### src/rtl/core/ssev_pkg.sv
// Shared types and constants for the sprite scanline evaluator
package ssev_pkg;

    localparam int NUM_SPRITES  = 64;
    localparam int MAX_PER_LINE = 8;

    localparam int SLOT_W   = 6;
    localparam int NUM_WORDS = 64;
    localparam int ISSUE_W  = $clog2(NUM_SPRITES + 1);
    localparam int FOUND_W  = $clog2(MAX_PER_LINE + 1);

    typedef enum logic
    {
        OP_WRITE = 1'b0,
        OP_EVAL  = 1'b1
    } op_t;

    // Classified command passed from front to back
    typedef struct packed
    {
        op_t               op;
        logic [7:0]        addr;
        logic [7:0]        data;
        logic signed [9:0] line_m1;
        logic              tall;
    } cmd_t;

    // Front queue status seen by the back
    typedef struct packed
    {
        logic valid;
        cmd_t cmd;
    } cmdq_head_t;

    typedef struct packed
    {
        logic       hit;
        logic [5:0] slot;
        logic [7:0] sprite_y;
        logic [7:0] tile;
        logic       flip_v;
        logic       flip_h;
        logic       behind_bg;
        logic [1:0] palette;
        logic [7:0] sprite_x;
        logic       is_zero;
        logic       last;
    } res_t;

    typedef enum logic [1:0]
    {
        ST_IDLE,
        ST_SCAN,
        ST_FLUSH
    } scan_state_t;

endpackage

### src/rtl/core/ssev_front.sv
// Input side: accepts items, classifies them and queues commands
module ssev_front
    import ssev_pkg::*;
(
    input  logic       clk,
    input  logic       rst_n,
    input  logic       push,
    output logic       full,
    input  logic       cmd,
    input  logic [7:0] oam_addr,
    input  logic [7:0] oam_data,
    input  logic [8:0] scanline,
    input  logic       tall_sprites,
    output cmdq_head_t head,
    input  logic       head_pop
);

    cmd_t       q_reg [2];
    logic       wr_ptr_reg;
    logic       wr_ptr_next;
    logic       rd_ptr_reg;
    logic       rd_ptr_next;
    logic [1:0] count_reg;
    logic [1:0] count_next;
    cmd_t       cmd_dec;
    logic       do_push;
    logic       do_pop;

    // Decode the raw item; the window top is scanline - 1
    always_comb
    begin
        cmd_dec.op      = cmd ? OP_EVAL : OP_WRITE;
        cmd_dec.addr    = oam_addr;
        cmd_dec.data    = oam_data;
        cmd_dec.line_m1 = $signed({1'b0, scanline}) - 10'sd1;
        cmd_dec.tall    = tall_sprites;
    end

    assign full     = (count_reg == 2'd2);
    assign do_push  = push && !full;
    assign do_pop   = head_pop && (count_reg != 2'd0);
    assign head.valid = (count_reg != 2'd0);
    assign head.cmd   = q_reg[rd_ptr_reg];

    // Queue pointers
    always_comb
    begin
        wr_ptr_next = wr_ptr_reg ^ do_push;
        rd_ptr_next = rd_ptr_reg ^ do_pop;
        count_next  = count_reg + {1'b0, do_push} - {1'b0, do_pop};
    end

    always_ff @(posedge clk or negedge rst_n)
    begin
        if (!rst_n)
        begin
            wr_ptr_reg <= 1'b0;
            rd_ptr_reg <= 1'b0;
            count_reg  <= 2'd0;
        end
        else
        begin
            wr_ptr_reg <= wr_ptr_next;
            rd_ptr_reg <= rd_ptr_next;
            count_reg  <= count_next;
        end
    end

    // Queue storage
    always_ff @(posedge clk)
    begin
        if (do_push)
        begin
            q_reg[wr_ptr_reg] <= cmd_dec;
        end
    end

endmodule

### src/rtl/core/ssev_back.sv
// Execution side: attribute memory, write handling and scanline scan
module ssev_back
    import ssev_pkg::*;
(
    input  logic       clk,
    input  logic       rst_n,
    input  cmdq_head_t head,
    output logic       head_pop,
    input  logic       res_full,
    output logic       res_push,
    output res_t       res_data
);

    logic [3:0][7:0]    mem [NUM_WORDS];
    scan_state_t        state_reg;
    scan_state_t        state_next;
    logic [ISSUE_W-1:0] issue_reg;
    logic [ISSUE_W-1:0] issue_next;
    logic               rd_valid_reg;
    logic               rd_valid_next;
    logic [FOUND_W-1:0] found_reg;
    logic [FOUND_W-1:0] found_next;
    logic [FOUND_W-1:0] found_inc;
    logic               pend_valid_reg;
    logic               pend_valid_next;
    logic [31:0]        pend_word_reg;
    logic [31:0]        pend_word_next;
    logic [SLOT_W-1:0]  pend_slot_reg;
    logic [SLOT_W-1:0]  pend_slot_next;
    logic signed [9:0]  line_reg;
    logic signed [9:0]  line_next;
    logic               tall_reg;
    logic               tall_next;
    logic [31:0]        rd_word_reg;
    logic [SLOT_W-1:0]  rd_slot_reg;
    logic               rd_en;
    logic               wr_en;
    logic [SLOT_W-1:0]  rd_addr;
    logic signed [10:0] diff;
    logic               row_hit;

    function automatic res_t make_result(logic [31:0] word, logic [SLOT_W-1:0] slot,
                                         logic last);
        res_t r;
        r.hit       = 1'b1;
        r.slot      = slot;
        r.sprite_y  = word[7:0];
        r.tile      = word[15:8];
        r.flip_v    = word[23];
        r.flip_h    = word[22];
        r.behind_bg = word[21];
        r.palette   = word[17:16];
        r.sprite_x  = word[31:24];
        r.is_zero   = (slot == '0);
        r.last      = last;
        return r;
    endfunction

    assign rd_addr   = SLOT_W'(issue_reg);
    assign found_inc = found_reg + FOUND_W'(1);

    // Window test: 0 <= (scanline - 1 - y) < height
    assign diff    = 11'(line_reg) - $signed({3'b000, rd_word_reg[7:0]});
    assign row_hit = !diff[10] && (diff[9:4] == 6'd0) && (tall_reg || !diff[3]);

    // Attribute memory: byte writes, registered word read
    always_ff @(posedge clk)
    begin
        if (wr_en)
        begin
            mem[head.cmd.addr[7:2]][head.cmd.addr[1:0]] <= head.cmd.data;
        end
        if (rd_en)
        begin
            rd_word_reg <= mem[rd_addr];
            rd_slot_reg <= rd_addr;
        end
    end

    always_ff @(posedge clk or negedge rst_n)
    begin
        if (!rst_n)
        begin
            state_reg      <= ST_IDLE;
            issue_reg      <= '0;
            rd_valid_reg   <= 1'b0;
            found_reg      <= '0;
            pend_valid_reg <= 1'b0;
        end
        else
        begin
            state_reg      <= state_next;
            issue_reg      <= issue_next;
            rd_valid_reg   <= rd_valid_next;
            found_reg      <= found_next;
            pend_valid_reg <= pend_valid_next;
        end
    end

    always_ff @(posedge clk)
    begin
        pend_word_reg <= pend_word_next;
        pend_slot_reg <= pend_slot_next;
        line_reg      <= line_next;
        tall_reg      <= tall_next;
    end

    // Sequencer: command dispatch, scan pipeline, final flush
    always_comb
    begin
        state_next      = state_reg;
        issue_next      = issue_reg;
        rd_valid_next   = rd_valid_reg;
        found_next      = found_reg;
        pend_valid_next = pend_valid_reg;
        pend_word_next  = pend_word_reg;
        pend_slot_next  = pend_slot_reg;
        line_next       = line_reg;
        tall_next       = tall_reg;
        rd_en           = 1'b0;
        wr_en           = 1'b0;
        head_pop        = 1'b0;
        res_push        = 1'b0;
        res_data        = '0;

        unique case (state_reg)
            ST_IDLE:
            begin
                if (head.valid)
                begin
                    head_pop = 1'b1;
                    if (head.cmd.op == OP_WRITE)
                    begin
                        wr_en = 1'b1;
                    end
                    else
                    begin
                        line_next       = head.cmd.line_m1;
                        tall_next       = head.cmd.tall;
                        issue_next      = '0;
                        rd_valid_next   = 1'b0;
                        found_next      = '0;
                        pend_valid_next = 1'b0;
                        state_next      = ST_SCAN;
                    end
                end
            end
            ST_SCAN:
            begin
                // Whole pipeline holds while the result queue is full
                if (!res_full)
                begin
                    rd_valid_next = 1'b0;
                    if (issue_reg != ISSUE_W'(NUM_SPRITES))
                    begin
                        rd_en         = 1'b1;
                        rd_valid_next = 1'b1;
                        issue_next    = issue_reg + ISSUE_W'(1);
                    end
                    if (rd_valid_reg && row_hit)
                    begin
                        // Previous hit is not the last one; send it now
                        if (pend_valid_reg)
                        begin
                            res_push = 1'b1;
                            res_data = make_result(pend_word_reg, pend_slot_reg, 1'b0);
                        end
                        pend_valid_next = 1'b1;
                        pend_word_next  = rd_word_reg;
                        pend_slot_next  = rd_slot_reg;
                        found_next      = found_inc;
                        if (found_inc == FOUND_W'(MAX_PER_LINE))
                        begin
                            state_next = ST_FLUSH;
                        end
                    end
                    else if ((issue_reg == ISSUE_W'(NUM_SPRITES)) && !rd_valid_reg)
                    begin
                        state_next = ST_FLUSH;
                    end
                end
            end
            ST_FLUSH:
            begin
                if (!res_full)
                begin
                    res_push = 1'b1;
                    if (pend_valid_reg)
                    begin
                        res_data = make_result(pend_word_reg, pend_slot_reg, 1'b1);
                    end
                    else
                    begin
                        res_data.last = 1'b1;
                    end
                    state_next = ST_IDLE;
                end
            end
            default:
            begin
                state_next = ST_IDLE;
            end
        endcase
    end

endmodule

### src/rtl/core/ssev_outq.sv
// Two-entry result queue driving the output side
module ssev_outq
    import ssev_pkg::*;
(
    input  logic clk,
    input  logic rst_n,
    input  logic res_push,
    input  res_t res_data,
    output logic res_full,
    input  logic pop,
    output logic empty,
    output res_t head
);

    res_t       q_reg [2];
    logic       wr_ptr_reg;
    logic       rd_ptr_reg;
    logic [1:0] count_reg;
    logic [1:0] count_next;
    logic       do_push;
    logic       do_pop;

    assign res_full = (count_reg == 2'd2);
    assign empty    = (count_reg == 2'd0);
    assign do_push  = res_push && !res_full;
    assign do_pop   = pop && !empty;
    assign head     = q_reg[rd_ptr_reg];

    assign count_next = count_reg + {1'b0, do_push} - {1'b0, do_pop};

    always_ff @(posedge clk or negedge rst_n)
    begin
        if (!rst_n)
        begin
            wr_ptr_reg <= 1'b0;
            rd_ptr_reg <= 1'b0;
            count_reg  <= 2'd0;
        end
        else
        begin
            wr_ptr_reg <= wr_ptr_reg ^ do_push;
            rd_ptr_reg <= rd_ptr_reg ^ do_pop;
            count_reg  <= count_next;
        end
    end

    always_ff @(posedge clk)
    begin
        if (do_push)
        begin
            q_reg[wr_ptr_reg] <= res_data;
        end
    end

endmodule

### src/rtl/core/sprite_scanline_evaluator.sv
// Sprite scanline evaluator top level
// A write item (cmd = 0) stores one attribute byte in the execution unit; an
// evaluate item (cmd = 1) walks all 64 sprite entries, one 32-bit attribute
// word read per cycle from the single-port attribute memory while the result
// queue is not full, and passes through dispatch, 64 reads, the compare of the
// last read, a step that sees the read pipeline empty and the final flush; the
// eighth hit ends the scan early.
// Up to 8 results per scanline come out in slot order with last on the final
// one; a scanline with no sprite gives one result with hit = 0 and last = 1.
// A two-entry command queue sits in front of the unit and a two-entry result
// queue behind it. Attribute memory is not cleared at reset; evaluating
// sprites that were never written returns undefined fields.
module sprite_scanline_evaluator
    import ssev_pkg::*;
(
    input  logic       clk,
    input  logic       rst_n,
    input  logic       push,
    output logic       full,
    input  logic       cmd,
    input  logic [7:0] oam_addr,
    input  logic [7:0] oam_data,
    input  logic [8:0] scanline,
    input  logic       tall_sprites,
    output logic       empty,
    input  logic       pop,
    output logic       hit,
    output logic [5:0] slot,
    output logic [7:0] sprite_y,
    output logic [7:0] tile,
    output logic       flip_v,
    output logic       flip_h,
    output logic       behind_bg,
    output logic [1:0] palette,
    output logic [7:0] sprite_x,
    output logic       is_zero,
    output logic       last
);

    cmdq_head_t cmd_head;
    logic       cmd_pop;
    logic       res_full;
    logic       res_push;
    res_t       res_data;
    res_t       out_head;

    ssev_front u_front
    (
        .clk          (clk),
        .rst_n        (rst_n),
        .push         (push),
        .full         (full),
        .cmd          (cmd),
        .oam_addr     (oam_addr),
        .oam_data     (oam_data),
        .scanline     (scanline),
        .tall_sprites (tall_sprites),
        .head         (cmd_head),
        .head_pop     (cmd_pop)
    );

    ssev_back u_back
    (
        .clk      (clk),
        .rst_n    (rst_n),
        .head     (cmd_head),
        .head_pop (cmd_pop),
        .res_full (res_full),
        .res_push (res_push),
        .res_data (res_data)
    );

    ssev_outq u_outq
    (
        .clk      (clk),
        .rst_n    (rst_n),
        .res_push (res_push),
        .res_data (res_data),
        .res_full (res_full),
        .pop      (pop),
        .empty    (empty),
        .head     (out_head)
    );

    // Unpack the oldest result onto the ports
    assign hit       = out_head.hit;
    assign slot      = out_head.slot;
    assign sprite_y  = out_head.sprite_y;
    assign tile      = out_head.tile;
    assign flip_v    = out_head.flip_v;
    assign flip_h    = out_head.flip_h;
    assign behind_bg = out_head.behind_bg;
    assign palette   = out_head.palette;
    assign sprite_x  = out_head.sprite_x;
    assign is_zero   = out_head.is_zero;
    assign last      = out_head.last;

endmodule

### config.mk
export PLATFORM = sky130hd
export DESIGN_NAME = sprite_scanline_evaluator
export DESIGN_NICKNAME = d
export VERILOG_FILES = /design/src/rtl/core/ssev_pkg.sv /design/src/rtl/core/ssev_front.sv /design/src/rtl/core/ssev_back.sv /design/src/rtl/core/ssev_outq.sv /design/src/rtl/core/sprite_scanline_evaluator.sv
export SDC_FILE = /design/constraint.sdc
export NUM_CORES = 2
export LEC_CHECK = 0
export ABC_AREA = 1
export BUFFER_PORTS_ARGS = -buffer_cell sky130_fd_sc_hd__buf_4
export CAP_MARGIN = 30
export CORE_MARGIN = 8
export CORE_UTILIZATION = 45
export DETAILED_ROUTE_END_ITERATION = 8
export SLEW_MARGIN = 20
export SYNTH_ARGS = -nofsm -noshare
export SYNTH_HDL_FRONTEND = slang
export SYNTH_SLANG_ARGS = --single-unit
### constraint.sdc
create_clock -name clk -period 5.25 [get_ports clk]
set_input_delay 1.575 -clock clk [delete_from_list [all_inputs] [get_ports clk]]
set_output_delay 1.575 -clock clk [all_outputs]
set_load 0.05 [all_outputs]
==> flow_summary.yaml <==
run:
  drv_cap: 0
setup_path:
  worstSetupPathType: "reg2reg"
  cp_slowest_cell: "nor2_1"
  critPathCaptureType: "flop"
  critPathMaxFanout: 28
  reg2reg_depth: 7
  required_ps: 5710
  critPathLaunchType: "flop"
  max_stage_delay_ps: 730
  cp_cell_sequence: "inv_2, or2_2, o21ai_0, nand2_1, nor2_1, nand2_1, nor2_1"
  path_depth: 7
  cp.arrival_ps: 4560
  critPathTopFamily: "simple AND/OR/NAND/NOR gates"
  cp_num_buf_inv: 1
pwr:
  p_leak_nw: 29.4
  power_density_mw_per_mm2: 557
  ir_worst_vdd_uv: 644
min_path:
  hold_path_depth: 0
  hp-class: "reg2reg"
floorplan:
  ios: 71
  die_w_um: 444
  core_mm2: 0.182
  die_area_mm2: 0.197
  start_util_pct: 45.1
  fp-row-count: 157
  die_h_um: 444
synth:
  ys.flop_type: "edfxtp_1"
  seq_area_frac_synth_pct: 76.2
  ys_warn_count: 0
  synth_edf_count: 2069
  netlist.area_leader.share_pct: 75.5
  synthTopCellsByCount: "2069 x edfxtp_1, 1224 x nor2_1, 922 x o21ai_0"
  syn_avg_cell_area_um2: 13.0
  synth_most_common_cell: "edfxtp_1"
  synthesis.area_mm2: 0.0823
  synth_nets: 6393
  async_flop_share_pct: 1.10
  ys_types: 39
  synth_seq_cells: 2092
  yosysTopAreaCell: "edfxtp_1"
  postSynthCellCount: 6340
  synthTopCellsByArea: "edfxtp_1 75%, o21ai_0 5.6%, nor2_1 5.6%, nand2_1 3.6%, o22ai_1 3.5%"
route:
  first_pass_iters: 6
  drt-initial-drc-count: 6784
  drt_drc_violations_left: 0
  ant_nets: 0
  detail_route.vias_per_cell: 5.86
  wl_per_cell_um: 25.7
  num_vias: 52072
  drt_wl_total_mm: 229
sta:
  slew_headroom_pct: 29.9
  setup_tns_ps: 0
  timing.final.crit_period_ps: 4100
  fin_crit_sh_pct: 78.1
  fmax_mhz: 244
  fin_skew_ps: 34.3
  holdWs_ps: 419
  setup_viol: 0
  rsz0062_at_grt: "no"
  slew_violations: 0
  worst_slack_ps: 1150
  tightest_slew_ps: 1040
  hold_violations: 0
final_layout:
  finalInstanceArea_mm2: 0.0921
  layout-drive-gt1-share_pct: 8.14
  largest_register_ff_count: 1856
  syn_to_final_growth_pct: 11.9
  register_area_mm2: 0.0627
  multi_input_area_mm2: 0.0177
  fin_nets: 6378
  final_util_pct: 50.4
  fillers: 15479
global_route:
  busiest_layer: "met2"
  grt_usage_pct: 22.4
  met3_usage_pct: 4.88
  antenna_found_initial: 16
  grt_pass1_wl_mm: 334
  grt_use_met2_pct: 35.2
  overflow: 0
  grtUsageMet1_pct: 31.2
  grt_max_degree: 188
  grt_pass1_vias: 50287
cts:
  cts_made_buffers: 209
  cts_max_level: 4
  clk_pin_slew_ps: 60
  clockBufferDepth: 3
  clock_latency_ps: 850
  clock-root-buffer: "clkbuf_16"
  cts_resized: 0
  clock_sinks: 2092
  cts_setup_buffers: 0
  cts_tree: "done"
  hold_buffers: 0
placement:
  place.port_buffers: 70
  dp_slack_ps: 1230
  placed_area_mm2: 0.0853
  gp_congestion: 0.896
  hpwl_mm: 139
outcome:
  status: "finished clean"
metal layers:
layer	wire [µm]	share of wire, %
met5	55	0.024
met4	7430	3.2
met3	20600	9.0
met2	105000	46
met1	95300	42
logic make-up after synthesis:
group           share of synthesized area (%)
flops                                    76.2
buf+inv                                  2.50
fa+ha+maj                               0.334
compound gates                           10.7
xor+xnor                                0.138
simple gates                             10.1
placed cells by master, fill, tap and decap left out, types with 17 or more instances in the layout:
| cell | Yosys | routed |
|---|---|---|
| ha_1 | 22 | 20 |
| o22ai_1 | 461 | 461 |
| o21ai_1 | 27 | 27 |
| clkinv_2 | 0 | 41 |
| nand2_1 | 794 | 786 |
| buf_12 | 0 | 28 |
| a21boi_0 | 19 | 19 |
| buf_4 | 15 | 156 |
| nand3_1 | 26 | 21 |
| a41oi_1 | 54 | 54 |
| clkbuf_16 | 0 | 209 |
| bufinv_16 | 0 | 17 |
| nor2_1 | 1224 | 1222 |
| clkinv_1 | 2 | 56 |
| nand4_1 | 63 | 63 |
| dfrtp_1 | 23 | 21 |
| inv_1 | 67 | 65 |
| a21oi_1 | 76 | 76 |
| edfxtp_1 | 2069 | 2069 |
| clkbuf_1 | 270 | 36 |
| o21ai_0 | 922 | 922 |
worst paths after layout:
kind / from / endpoint / slack, ps
worst max-delay path: u_front.rd_ptr_reg / u_back.mem[29][30] / 1150
min in group asynchronous: rst_n / u_outq.rd_ptr_reg / 630
worst min-delay path: u_back.rd_slot_reg[1] / u_back.pend_slot_reg[1] / 420
max in group asynchronous: rst_n / u_back.issue_reg[1] / 4330
worst max register to register: u_front.rd_ptr_reg / u_back.mem[29][30] / 1150
worst min register to register: u_back.rd_slot_reg[1] / u_back.pend_slot_reg[1] / 420
metrics by stage:
stage                     power [mW]  cells
after floorplan                 31.3   6340
after global placement          36.9   8485
after detailed placement        37.0   8490
after CTS                       51.4   8873
after global routing            53.3   8883
final                           51.3   8883
layout make-up:
cell class                      instances  share of cell area, %
Timing Repair Buffer                  186                   1.92
Sequential cell                      2092                   68.1
Clock inverter                        137                   1.37
Inverter                               75                  0.328
Tap cell                             2385                   3.24
Clock buffer                          246                   5.84
Multi-Input combinational cell       3761                   19.2
Antenna cell                            1                0.00272
where the power goes:
part	internal, mW	leakage (nW)	switching [mW]	total [mW]
Sequential	21.3	18.9	0.382	21.7
Combinational	3.26	7.25	11.8	15.0
Clock	8.17	3.24	6.38	14.5
No activity file was read; power rests on OpenSTA's default activity.
